==> src/hw/rtl/lae_pkg.sv <==
`timescale 1ns / 1ps
`default_nettype none
package lae_pkg;

  // default sizes of the elapsed counter and of the level arithmetic
  localparam int COUNT_BITS_DEF = 24;
  localparam int LEVEL_BITS_DEF = 16;

  // port field widths
  localparam int RAMP_W   = 24;
  localparam int LEVEL_W  = 16;
  localparam int STAGE_W  = 2;
  localparam int CFG_IDX_W = 3;
  localparam int CFG_DATA_W = 24;

  // register reset values
  localparam logic [RAMP_W-1:0]  ATTACK_RST  = 24'd4410;
  localparam logic [RAMP_W-1:0]  DECAY_RST   = 24'd882;
  localparam logic [RAMP_W-1:0]  RELEASE_RST = 24'd88200;
  localparam logic [LEVEL_W-1:0] PEAK_RST    = 16'd65535;
  localparam logic [LEVEL_W-1:0] SUSTAIN_RST = 16'd52428;

  // configuration register indexes
  localparam logic [CFG_IDX_W-1:0] CFG_ATTACK  = 3'd0;
  localparam logic [CFG_IDX_W-1:0] CFG_DECAY   = 3'd1;
  localparam logic [CFG_IDX_W-1:0] CFG_RELEASE = 3'd2;
  localparam logic [CFG_IDX_W-1:0] CFG_PEAK    = 3'd3;
  localparam logic [CFG_IDX_W-1:0] CFG_SUSTAIN = 3'd4;

  // envelope stage codes
  localparam logic [STAGE_W-1:0] STAGE_ATTACK  = 2'd0;
  localparam logic [STAGE_W-1:0] STAGE_DECAY   = 2'd1;
  localparam logic [STAGE_W-1:0] STAGE_SUSTAIN = 2'd2;
  localparam logic [STAGE_W-1:0] STAGE_RELEASE = 2'd3;

  // sequencer states
  typedef enum logic [1:0] {
    ST_IDLE,
    ST_MUL,
    ST_DIV,
    ST_DONE
  } state_t;

endpackage
`default_nettype wire

==> src/hw/rtl/lae_if.sv <==
`timescale 1ns / 1ps
`default_nettype none
// gate channel, one transfer per audio sample
interface lae_in_if;
  logic valid;
  logic ready;
  logic gate;
  modport source (output valid, output gate, input ready);
  modport sink (input valid, input gate, output ready);
endinterface

// envelope result channel
interface lae_out_if;
  logic                          valid;
  logic                          ready;
  logic [lae_pkg::LEVEL_W-1:0]   level;
  logic [lae_pkg::STAGE_W-1:0]   stage;
  modport source (output valid, output level, output stage, input ready);
  modport sink (input valid, input level, input stage, output ready);
endinterface

// register write channel
interface lae_cfg_if;
  logic                           valid;
  logic                           ready;
  logic [lae_pkg::CFG_IDX_W-1:0]  index;
  logic [lae_pkg::CFG_DATA_W-1:0] data;
  modport source (output valid, output index, output data, input ready);
  modport sink (input valid, input index, input data, output ready);
endinterface
`default_nettype wire

==> src/hw/rtl/linear_adsr_envelope_core.sv <==
`timescale 1ns / 1ps
`default_nettype none
// channel   dir  payload                    transfer
// in_if     in   gate (1)                   valid && ready
// out_if    out  level (16), stage (2)      valid && ready
// cfg_if    in   index (3), data (24)       valid && ready, ready always high
//
// each sample passes, in order, through taking the gate, the bit-serial multiply, the
// restoring divider and the write of the output register, all on the shared
// shift-add / shift-subtract datapath.
// synchronous reset restores the default registers and a released note at zero count.
// a waiting result does not block the next sample; the result stage holds only while
// the output register is still full.
module linear_adsr_envelope_core #(
  parameter int COUNT_BITS = lae_pkg::COUNT_BITS_DEF,
  parameter int LEVEL_BITS = lae_pkg::LEVEL_BITS_DEF
) (
  input  logic             clk,
  input  logic             rst_n,
  lae_in_if.sink           in_if,
  lae_out_if.source        out_if,
  lae_cfg_if.sink          cfg_if
);

  localparam int RW     = lae_pkg::RAMP_W;
  localparam int LW     = lae_pkg::LEVEL_W;
  localparam int PW     = COUNT_BITS + LW;
  localparam int CMP_W  = ((COUNT_BITS > RW) ? COUNT_BITS : RW) + 1;
  localparam int STEP_W = $clog2(PW + 1);

  localparam logic [RW-1:0] RAMP_MASK = (COUNT_BITS >= RW) ? {RW{1'b1}} :
                                        RW'((64'd1 << COUNT_BITS) - 64'd1);
  localparam logic [LW-1:0] LVL_MASK  = (LEVEL_BITS >= LW) ? {LW{1'b1}} :
                                        LW'((64'd1 << LEVEL_BITS) - 64'd1);
  localparam logic [LW-1:0] LVL_FLOOR = LW'((64'd1 << LEVEL_BITS) / 64'd10000);
  localparam logic [COUNT_BITS-1:0] COUNT_MAX = {COUNT_BITS{1'b1}};

  // configuration registers
  logic [RW-1:0] attack_r, decay_r, release_r;
  logic [LW-1:0] peak_r, sustain_r;

  // note state
  logic                  held_r, held_nxt;
  logic [COUNT_BITS-1:0] elapsed_r, elapsed_nxt;

  // sequencer and datapath
  lae_pkg::state_t state_r, state_nxt;
  logic [STEP_W-1:0] cnt_r, cnt_nxt;
  logic [PW-1:0]     mcand_r, mcand_nxt;
  logic [LW-1:0]     mplier_r, mplier_nxt;
  logic [PW-1:0]     acc_r, acc_nxt;
  logic [RW-1:0]     div_r, div_nxt;
  logic [RW-1:0]     rem_r, rem_nxt;
  logic [LW-1:0]     quot_r, quot_nxt;
  logic              ovf_r, ovf_nxt;
  logic [LW-1:0]     base_r, base_nxt;
  logic              sub_r, sub_nxt;
  logic [lae_pkg::STAGE_W-1:0] stage_r, stage_nxt;

  // output register
  logic                        out_valid_r, out_valid_nxt;
  logic [LW-1:0]               out_level_r, out_level_nxt;
  logic [lae_pkg::STAGE_W-1:0] out_stage_r, out_stage_nxt;

  // accept-time decode
  logic [COUNT_BITS-1:0] t_cur;
  logic [RW-1:0]         a_len, d_len, r_len;
  logic [CMP_W-1:0]      t_ext, a_ext, ad_sum, dt;
  logic                  rise_up;

  // divider step and final level
  logic [RW:0]   trial;
  logic          trial_ge;
  logic [LW-1:0] lvl_raw, lvl_fin;

  assign cfg_if.ready  = 1'b1;
  assign in_if.ready   = (state_r == lae_pkg::ST_IDLE);
  assign out_if.valid  = out_valid_r;
  assign out_if.level  = out_level_r;
  assign out_if.stage  = out_stage_r;

  // counter restarts on a gate change, zero ramp lengths count as one
  always_comb begin
    t_cur   = (in_if.gate != held_r) ? '0 : elapsed_r;
    a_len   = (attack_r == '0) ? RW'(1) : attack_r;
    d_len   = (decay_r == '0) ? RW'(1) : decay_r;
    r_len   = (release_r == '0) ? RW'(1) : release_r;
    t_ext   = CMP_W'(t_cur);
    a_ext   = CMP_W'(a_len);
    ad_sum  = CMP_W'(a_len) + CMP_W'(d_len);
    dt      = t_ext - a_ext;
    rise_up = (sustain_r >= peak_r);
  end

  // one restoring divide step
  always_comb begin
    trial    = {rem_r, acc_r[PW-1]};
    trial_ge = (trial >= {1'b0, div_r});
  end

  // clamp at zero on the falling side, then squash tiny levels
  always_comb begin
    if (sub_r) begin
      lvl_raw = (ovf_r || (quot_r >= base_r)) ? '0 : base_r - quot_r;
    end else begin
      lvl_raw = base_r + quot_r;
    end
    lvl_fin = (lvl_raw <= LVL_FLOOR) ? '0 : lvl_raw;
  end

  // sequencer and datapath next state
  always_comb begin
    state_nxt     = state_r;
    held_nxt      = held_r;
    elapsed_nxt   = elapsed_r;
    cnt_nxt       = cnt_r;
    mcand_nxt     = mcand_r;
    mplier_nxt    = mplier_r;
    acc_nxt       = acc_r;
    div_nxt       = div_r;
    rem_nxt       = rem_r;
    quot_nxt      = quot_r;
    ovf_nxt       = ovf_r;
    base_nxt      = base_r;
    sub_nxt       = sub_r;
    stage_nxt     = stage_r;
    out_valid_nxt = out_valid_r;
    out_level_nxt = out_level_r;
    out_stage_nxt = out_stage_r;

    // result transfer empties the output register
    if (out_valid_r && out_if.ready) begin
      out_valid_nxt = 1'b0;
    end

    case (state_r)
      lae_pkg::ST_IDLE: begin
        if (in_if.valid) begin
          held_nxt    = in_if.gate;
          elapsed_nxt = (t_cur == COUNT_MAX) ? t_cur : t_cur + 1'b1;
          acc_nxt     = '0;
          cnt_nxt     = '0;
          state_nxt   = lae_pkg::ST_MUL;
          if (!in_if.gate) begin
            stage_nxt  = lae_pkg::STAGE_RELEASE;
            mcand_nxt  = PW'(t_cur);
            mplier_nxt = sustain_r;
            base_nxt   = sustain_r;
            sub_nxt    = 1'b1;
            div_nxt    = r_len;
          end else if (t_ext <= a_ext) begin
            stage_nxt  = lae_pkg::STAGE_ATTACK;
            mcand_nxt  = PW'(t_cur);
            mplier_nxt = peak_r;
            base_nxt   = '0;
            sub_nxt    = 1'b0;
            div_nxt    = a_len;
          end else if (t_ext <= ad_sum) begin
            stage_nxt  = lae_pkg::STAGE_DECAY;
            mcand_nxt  = PW'(dt[COUNT_BITS-1:0]);
            mplier_nxt = rise_up ? sustain_r - peak_r : peak_r - sustain_r;
            base_nxt   = peak_r;
            sub_nxt    = !rise_up;
            div_nxt    = d_len;
          end else begin
            stage_nxt  = lae_pkg::STAGE_SUSTAIN;
            mcand_nxt  = '0;
            mplier_nxt = '0;
            base_nxt   = sustain_r;
            sub_nxt    = 1'b0;
            div_nxt    = d_len;
          end
        end
      end

      // shift-add multiply, one multiplier bit a cycle
      lae_pkg::ST_MUL: begin
        if (mplier_r[0]) begin
          acc_nxt = acc_r + mcand_r;
        end
        mcand_nxt  = mcand_r << 1;
        mplier_nxt = mplier_r >> 1;
        cnt_nxt    = cnt_r + 1'b1;
        if (cnt_r == STEP_W'(LW - 1)) begin
          cnt_nxt   = '0;
          rem_nxt   = '0;
          quot_nxt  = '0;
          ovf_nxt   = 1'b0;
          state_nxt = lae_pkg::ST_DIV;
        end
      end

      // restoring divide, one quotient bit a cycle, sticky overflow above the level width
      lae_pkg::ST_DIV: begin
        if (trial_ge) begin
          rem_nxt = RW'(trial - {1'b0, div_r});
        end else begin
          rem_nxt = trial[RW-1:0];
        end
        acc_nxt  = acc_r << 1;
        quot_nxt = {quot_r[LW-2:0], trial_ge};
        ovf_nxt  = ovf_r | quot_r[LW-1];
        cnt_nxt  = cnt_r + 1'b1;
        if (cnt_r == STEP_W'(PW - 1)) begin
          state_nxt = lae_pkg::ST_DONE;
        end
      end

      // load the output register once it is free
      lae_pkg::ST_DONE: begin
        if (!out_valid_r || out_if.ready) begin
          out_valid_nxt = 1'b1;
          out_level_nxt = lvl_fin;
          out_stage_nxt = stage_r;
          state_nxt     = lae_pkg::ST_IDLE;
        end
      end

      default: begin
        state_nxt = lae_pkg::ST_IDLE;
      end
    endcase
  end

  // control registers
  always_ff @(posedge clk) begin
    if (!rst_n) begin
      state_r     <= lae_pkg::ST_IDLE;
      held_r      <= 1'b0;
      elapsed_r   <= '0;
      out_valid_r <= 1'b0;
      cnt_r       <= '0;
    end else begin
      state_r     <= state_nxt;
      held_r      <= held_nxt;
      elapsed_r   <= elapsed_nxt;
      out_valid_r <= out_valid_nxt;
      cnt_r       <= cnt_nxt;
    end
  end

  // datapath registers
  always_ff @(posedge clk) begin
    mcand_r     <= mcand_nxt;
    mplier_r    <= mplier_nxt;
    acc_r       <= acc_nxt;
    div_r       <= div_nxt;
    rem_r       <= rem_nxt;
    quot_r      <= quot_nxt;
    ovf_r       <= ovf_nxt;
    base_r      <= base_nxt;
    sub_r       <= sub_nxt;
    stage_r     <= stage_nxt;
    out_level_r <= out_level_nxt;
    out_stage_r <= out_stage_nxt;
  end

  // register writes, unknown indexes dropped
  always_ff @(posedge clk) begin
    if (!rst_n) begin
      attack_r  <= lae_pkg::ATTACK_RST;
      decay_r   <= lae_pkg::DECAY_RST;
      release_r <= lae_pkg::RELEASE_RST;
      peak_r    <= lae_pkg::PEAK_RST & LVL_MASK;
      sustain_r <= lae_pkg::SUSTAIN_RST & LVL_MASK;
    end else if (cfg_if.valid) begin
      case (cfg_if.index)
        lae_pkg::CFG_ATTACK:  attack_r  <= RW'(cfg_if.data) & RAMP_MASK;
        lae_pkg::CFG_DECAY:   decay_r   <= RW'(cfg_if.data) & RAMP_MASK;
        lae_pkg::CFG_RELEASE: release_r <= RW'(cfg_if.data) & RAMP_MASK;
        lae_pkg::CFG_PEAK:    peak_r    <= cfg_if.data[LW-1:0] & LVL_MASK;
        lae_pkg::CFG_SUSTAIN: sustain_r <= cfg_if.data[LW-1:0] & LVL_MASK;
        default: begin
        end
      endcase
    end
  end

endmodule
`default_nettype wire

==> src/flat_wrapper.sv <==
// flat-port wrapper written by rule: the top's interface ports become plain ports
module linear_adsr_envelope_core_flat 
#(
  parameter int COUNT_BITS = lae_pkg::COUNT_BITS_DEF,
  parameter int LEVEL_BITS = lae_pkg::LEVEL_BITS_DEF
)
  (clk, rst_n, in_if_valid, in_if_gate, in_if_ready, out_if_valid, out_if_level, out_if_stage, out_if_ready, cfg_if_valid, cfg_if_index, cfg_if_data, cfg_if_ready);
  lae_in_if in_if_i ();
  lae_out_if out_if_i ();
  lae_cfg_if cfg_if_i ();
  input  logic clk;
  input  logic rst_n;
  input wire logic [$bits(in_if_i.valid)-1:0] in_if_valid;
  input wire logic [$bits(in_if_i.gate)-1:0] in_if_gate;
  output wire logic [$bits(in_if_i.ready)-1:0] in_if_ready;
  output wire logic [$bits(out_if_i.valid)-1:0] out_if_valid;
  output wire logic [$bits(out_if_i.level)-1:0] out_if_level;
  output wire logic [$bits(out_if_i.stage)-1:0] out_if_stage;
  input wire logic [$bits(out_if_i.ready)-1:0] out_if_ready;
  input wire logic [$bits(cfg_if_i.valid)-1:0] cfg_if_valid;
  input wire logic [$bits(cfg_if_i.index)-1:0] cfg_if_index;
  input wire logic [$bits(cfg_if_i.data)-1:0] cfg_if_data;
  output wire logic [$bits(cfg_if_i.ready)-1:0] cfg_if_ready;
  assign in_if_i.valid = in_if_valid;
  assign in_if_i.gate = in_if_gate;
  assign in_if_ready = in_if_i.ready;
  assign out_if_valid = out_if_i.valid;
  assign out_if_level = out_if_i.level;
  assign out_if_stage = out_if_i.stage;
  assign out_if_i.ready = out_if_ready;
  assign cfg_if_i.valid = cfg_if_valid;
  assign cfg_if_i.index = cfg_if_index;
  assign cfg_if_i.data = cfg_if_data;
  assign cfg_if_ready = cfg_if_i.ready;
  linear_adsr_envelope_core #(.COUNT_BITS(COUNT_BITS), .LEVEL_BITS(LEVEL_BITS)) u_core (.clk(clk), .rst_n(rst_n), .in_if(in_if_i), .out_if(out_if_i), .cfg_if(cfg_if_i));
endmodule
==> config.mk <==
export PLATFORM = sky130hd
export DESIGN_NAME = linear_adsr_envelope_core_flat
export DESIGN_NICKNAME = d
export VERILOG_FILES = /design/src/hw/rtl/lae_pkg.sv /design/src/hw/rtl/lae_if.sv /design/src/hw/rtl/linear_adsr_envelope_core.sv /design/src/flat_wrapper.sv
export SDC_FILE = /design/constraint.sdc
export NUM_CORES = 1
export LEC_CHECK = 0
export BUFFER_PORTS_ARGS = -buffer_cell sky130_fd_sc_hd__clkbuf_2
export CAP_MARGIN = 20
export CORE_MARGIN = 5
export CORE_UTILIZATION = 30
export CTS_CLUSTER_DIAMETER = 50
export DETAILED_ROUTE_END_ITERATION = 7
export SLEW_MARGIN = 10
export SYNTH_ARGS = -nofsm -noshare
export SYNTH_HDL_FRONTEND = slang
export SYNTH_SLANG_ARGS = --single-unit
==> constraint.sdc <==
create_clock -name clk -period 14.85 [get_ports clk]
set_input_delay 2.2275 -clock clk [delete_from_list [all_inputs] [get_ports clk]]
set_output_delay 2.2275 -clock clk [all_outputs]
set_load 0.005 [all_outputs]
==> run_results.csv <==
group,metric,value,unit
synthesis,yosys-top-cells-count,"nand2_1 (390), ha_1 (203), edfxtp_1 (198), nor2_1 (176)",
finish,drive_gt1_share,7.562,%
timing,whs,420.3,ps
finish,num-nets-final,3033,
timing,finClkSkew,56.60,ps
finish,syn_to_final_growth,11.59,%
floorplan,start_util,30.23,%
synthesis,syn_inst,2833,
synthesis,yosys_warnings,0,
clock_network,clk_latency,610,ps
finish,multi_input_area,14320,um2
synthesis,synth_area_per_cell,8.595,um2
drt,drt_iter0_markers,1445,
timing,setup_viol,0,
clock_network,hold_buffers,0,
timing,max_slew_margin,28.45,%
pwr,p_per_area,160.3,nW/um2
worst_setup_path,r2r-start,"u_core.attack_r[10]",
global_route,overflow,0,
worst_setup_path,start_kind,"flop",
worst_setup_path,r2r_cells,24,
synthesis,synth_top_area_share,24.42,%
pwr,irDropWorstVdd,0.0001376,V
drt,num_vias,20700,
synthesis,seq_area_frac_synth,35.77,%
floorplan,design.core.area,80550,um2
floorplan,die_area,86960,um2
place,gp_congestion,0.8962,
global_route,track_usage,15.71,%
timing,hold_viol_final,0,
worst_setup_path,rrSetupSlack,7800,ps
pwr,fin_total_pwr,4.355,mW
run_status,status,"finished clean",
worst_setup_path,cp.arrival,7510,ps
finish,regArea,8708,um2
place,port_buffers,52,
synthesis,synth_seq_cells,336,
clock_network,clockBufferDepth,3,
place,placed_area,25490,um2
drt,routed_wl,70320,um
min_path,min_to,"u_core.out_if.stage[0]",
synthesis,yosysMostFrequentCell,"nand2_1",
timing,worst_pin_slew,1073,ps
timing,fmax,141.9,MHz
drt,ant_nets,0,
drt,drt_first_pass_iters,5,
clock_network,cts.repair.resized,0,
global_route,grt_pass1_vias,19520,
drt,routed_via_density,5.322,
pwr,power.leakage,11.09,nW
global_route,grt_pass1_wl,110600,um
clock_network,cts_sinks,336,
timing,period_needed,7048,ps
timing,finalSetupTns,0,ps
clock_network,cts_tree,"yes",
finish,num-fill-cells,8319,
finish,diodes,0,
drt,remaining_drc_errors,0,
worst_setup_path,cp-end-kind,"flop",
worst_setup_path,cp_max_fo,27,
floorplan,rows,104,
drt,wl_per_cell,18.08,um
clock_network,cts_setup_buffers,0,
place,dp_hpwl,51710,um
clock_network,htree_levels,2,
global_route,antenna_found_initial,2,
finish,stdcell_area,27170,um2
worst_setup_path,reg2reg_to,"u_core.base_r[13]",
floorplan,die_x,294.9,um
min_path,hold_path_class,"flop to flop",
global_route,grt_max_degree,104,
min_path,hold_start,"u_core.stage_r[0]",
worst_setup_path,worstSetupPathType,"flop to flop",
synthesis,netlist_area,24350,um2
clock_network,root_buffer,"clkbuf_16",
timing,fin_crit_sh,47.46,%
worst_setup_path,cp_data_required_time,15310,ps
min_path,min_path_cells,0,
synthesis,synth_edf_count,198,
flow_run,drv_cap,0,
synthesis,synth_ff_type,"edfxtp_1",
floorplan,io-pin-count,54,
timing,slew_viol_final,0,
clock_network,clk_pin_slew_worst_paths,60,ps
synthesis,synth_fp_nets,3077,
synthesis,synth_area_leaders,"edfxtp_1 (24%), dfxtp_1 (11%), ha_1 (10%)",
clock_network,numCtsBuffers,49,
timing,grt_setup_unrepaired,"false",
synthesis,yosys.area.top_type,"edfxtp_1",
synthesis,synth_cell_type_count,91,
synthesis,async_flop_share,0,%
floorplan,die_h,294.9,um
==> cell families after synthesis <==
family | after synthesis | synth area share, %
xor gates and xnor gates | 111 | 3.993
other | 1 | 0.01540
AOI/OAI and AO/OA | 819 | 23.04
DFF | 336 | 35.77
buffers and inverters | 345 | 5.612
adders and majority gates | 211 | 11.09
and+or+nand+nor | 968 | 18.75
muxes | 42 | 1.737
==> worst max path at each step <==
| stage | startpoint | endpoint | slack [ps] | cells after the start |
|---|---|---|---|---|
| 2_1_floorplan | in_if_gate | u_core.base_r[10] | 8790 | 17 |
| 3_3_place_gp | in_if_gate | u_core.base_r[13] | 7310 | 15 |
| 3_5_place_dp | in_if_gate | u_core.base_r[4] | 7180 | 15 |
| 4_1_cts | in_if_gate | u_core.base_r[13] | 7810 | 15 |
| 5_1_grt | u_core.decay_r[11] | u_core.base_r[9] | 7330 | 24 |
| 6_report | u_core.attack_r[10] | u_core.base_r[13] | 7800 | 24 |
==> cell usage in the layout (no fill, tap or decap), types with 11 or more instances in the layout <==
cell type  synthesis  routed
o21a_1            25      24
nor2_1           176     175
dfxtp_1          138     138
and2_1            64      65
a21o_1            79      79
nor3_1            48      48
nor4_1            22      22
buf_4              8      27
nand2_1          390     390
nand3_1           92      92
o211ai_1          50      50
mux2i_1           40      40
xor2_1            50      50
and3_1            28      28
or3_1             12      12
a31oi_1           30      30
o31ai_1           20      20
o21ai_0          136     134
nand4_1           30      30
or2_2             14      14
a211oi_1          28      28
a2bb2oi_1         19      19
inv_1            166     165
a22o_1            21      21
a21boi_0          73      73
clkbuf_2           1      52
o221ai_1          11      11
xnor2_1           61      60
clkbuf_16          0      49
o21bai_1          31      31
a21oi_1          166     165
nor2b_1           30      29
a221oi_1          14      14
ha_1             203     202
edfxtp_1         198     198
nand2b_1          20      20
nand3b_1          11      11
==> critical path: stages, from the launching register on <==
cell and delay [ps]:
dfxtp_1 400, nor4_1 340, nand4_1 200, o21bai_1 380, ha_1 270, inv_1 60, fa_1 400, nor2b_1 150
o31a_1 210, o311a_1 190, a21oi_1 140, o311ai_1 400, a31oi_1 190, o21bai_1 160, a21oi_1 90, xor2_1 150
ha_1 300, and3_1 200, and3_1 210, nand3_1 100, o21ai_0 110, o31ai_1 350, nand3_2 690, o21ai_2 950
a22o_1 240
==> power breakdown <==
| part | total [mW] | leakage, nW | internal (mW) | switching [mW] |
|---|---|---|---|---|
| sequential | 1.43 | 3.05 | 1.29 | 0.137 |
| clock | 1.17 | 0.794 | 0.684 | 0.485 |
| combinational | 1.76 | 7.25 | 0.680 | 1.08 |
==> registers in the layout, indices dropped and copies added (netlist names), 24 cells and up <==
signal	count
u_core.acc_r	40
u_core.attack_r	24
u_core.decay_r	24
u_core.div_r	24
u_core.elapsed_r	24
u_core.mcand_r	40
u_core.release_r	24
u_core.rem_r	24
==> area by class of cell <==
type                       count  share of cell area (%)
timing repair buffer          82                   1.934
multi-input combinational   2152                   52.72
clock buffer                  56                   4.647
sequential                   336                   32.05
clock inverter                36                   1.446
inverter                     168                   2.321
tap                         1060                   4.881
==> per-stage QoR <==
stage	setup WS [ps]	util (%)	instances
after global routing	7330	33.73	3890
after CTS	7806	33.70	3888
after global placement	7312	31.59	3794
final	7802	33.73	3890
after detailed placement	7179	31.64	3796
after floorplan	8788	-	2833
==> per-layer routing <==
metal	GRT usage [%]	vias to the layer above	part of all wire (%)
met2	25.18	527	45
met5	0	-	0.040
met4	5.238	4	3.3
met1	21.64	9862	46
met3	2.554	132	5.5
li1	-	10180	-
No activity file was read; power rests on OpenSTA's default activity.
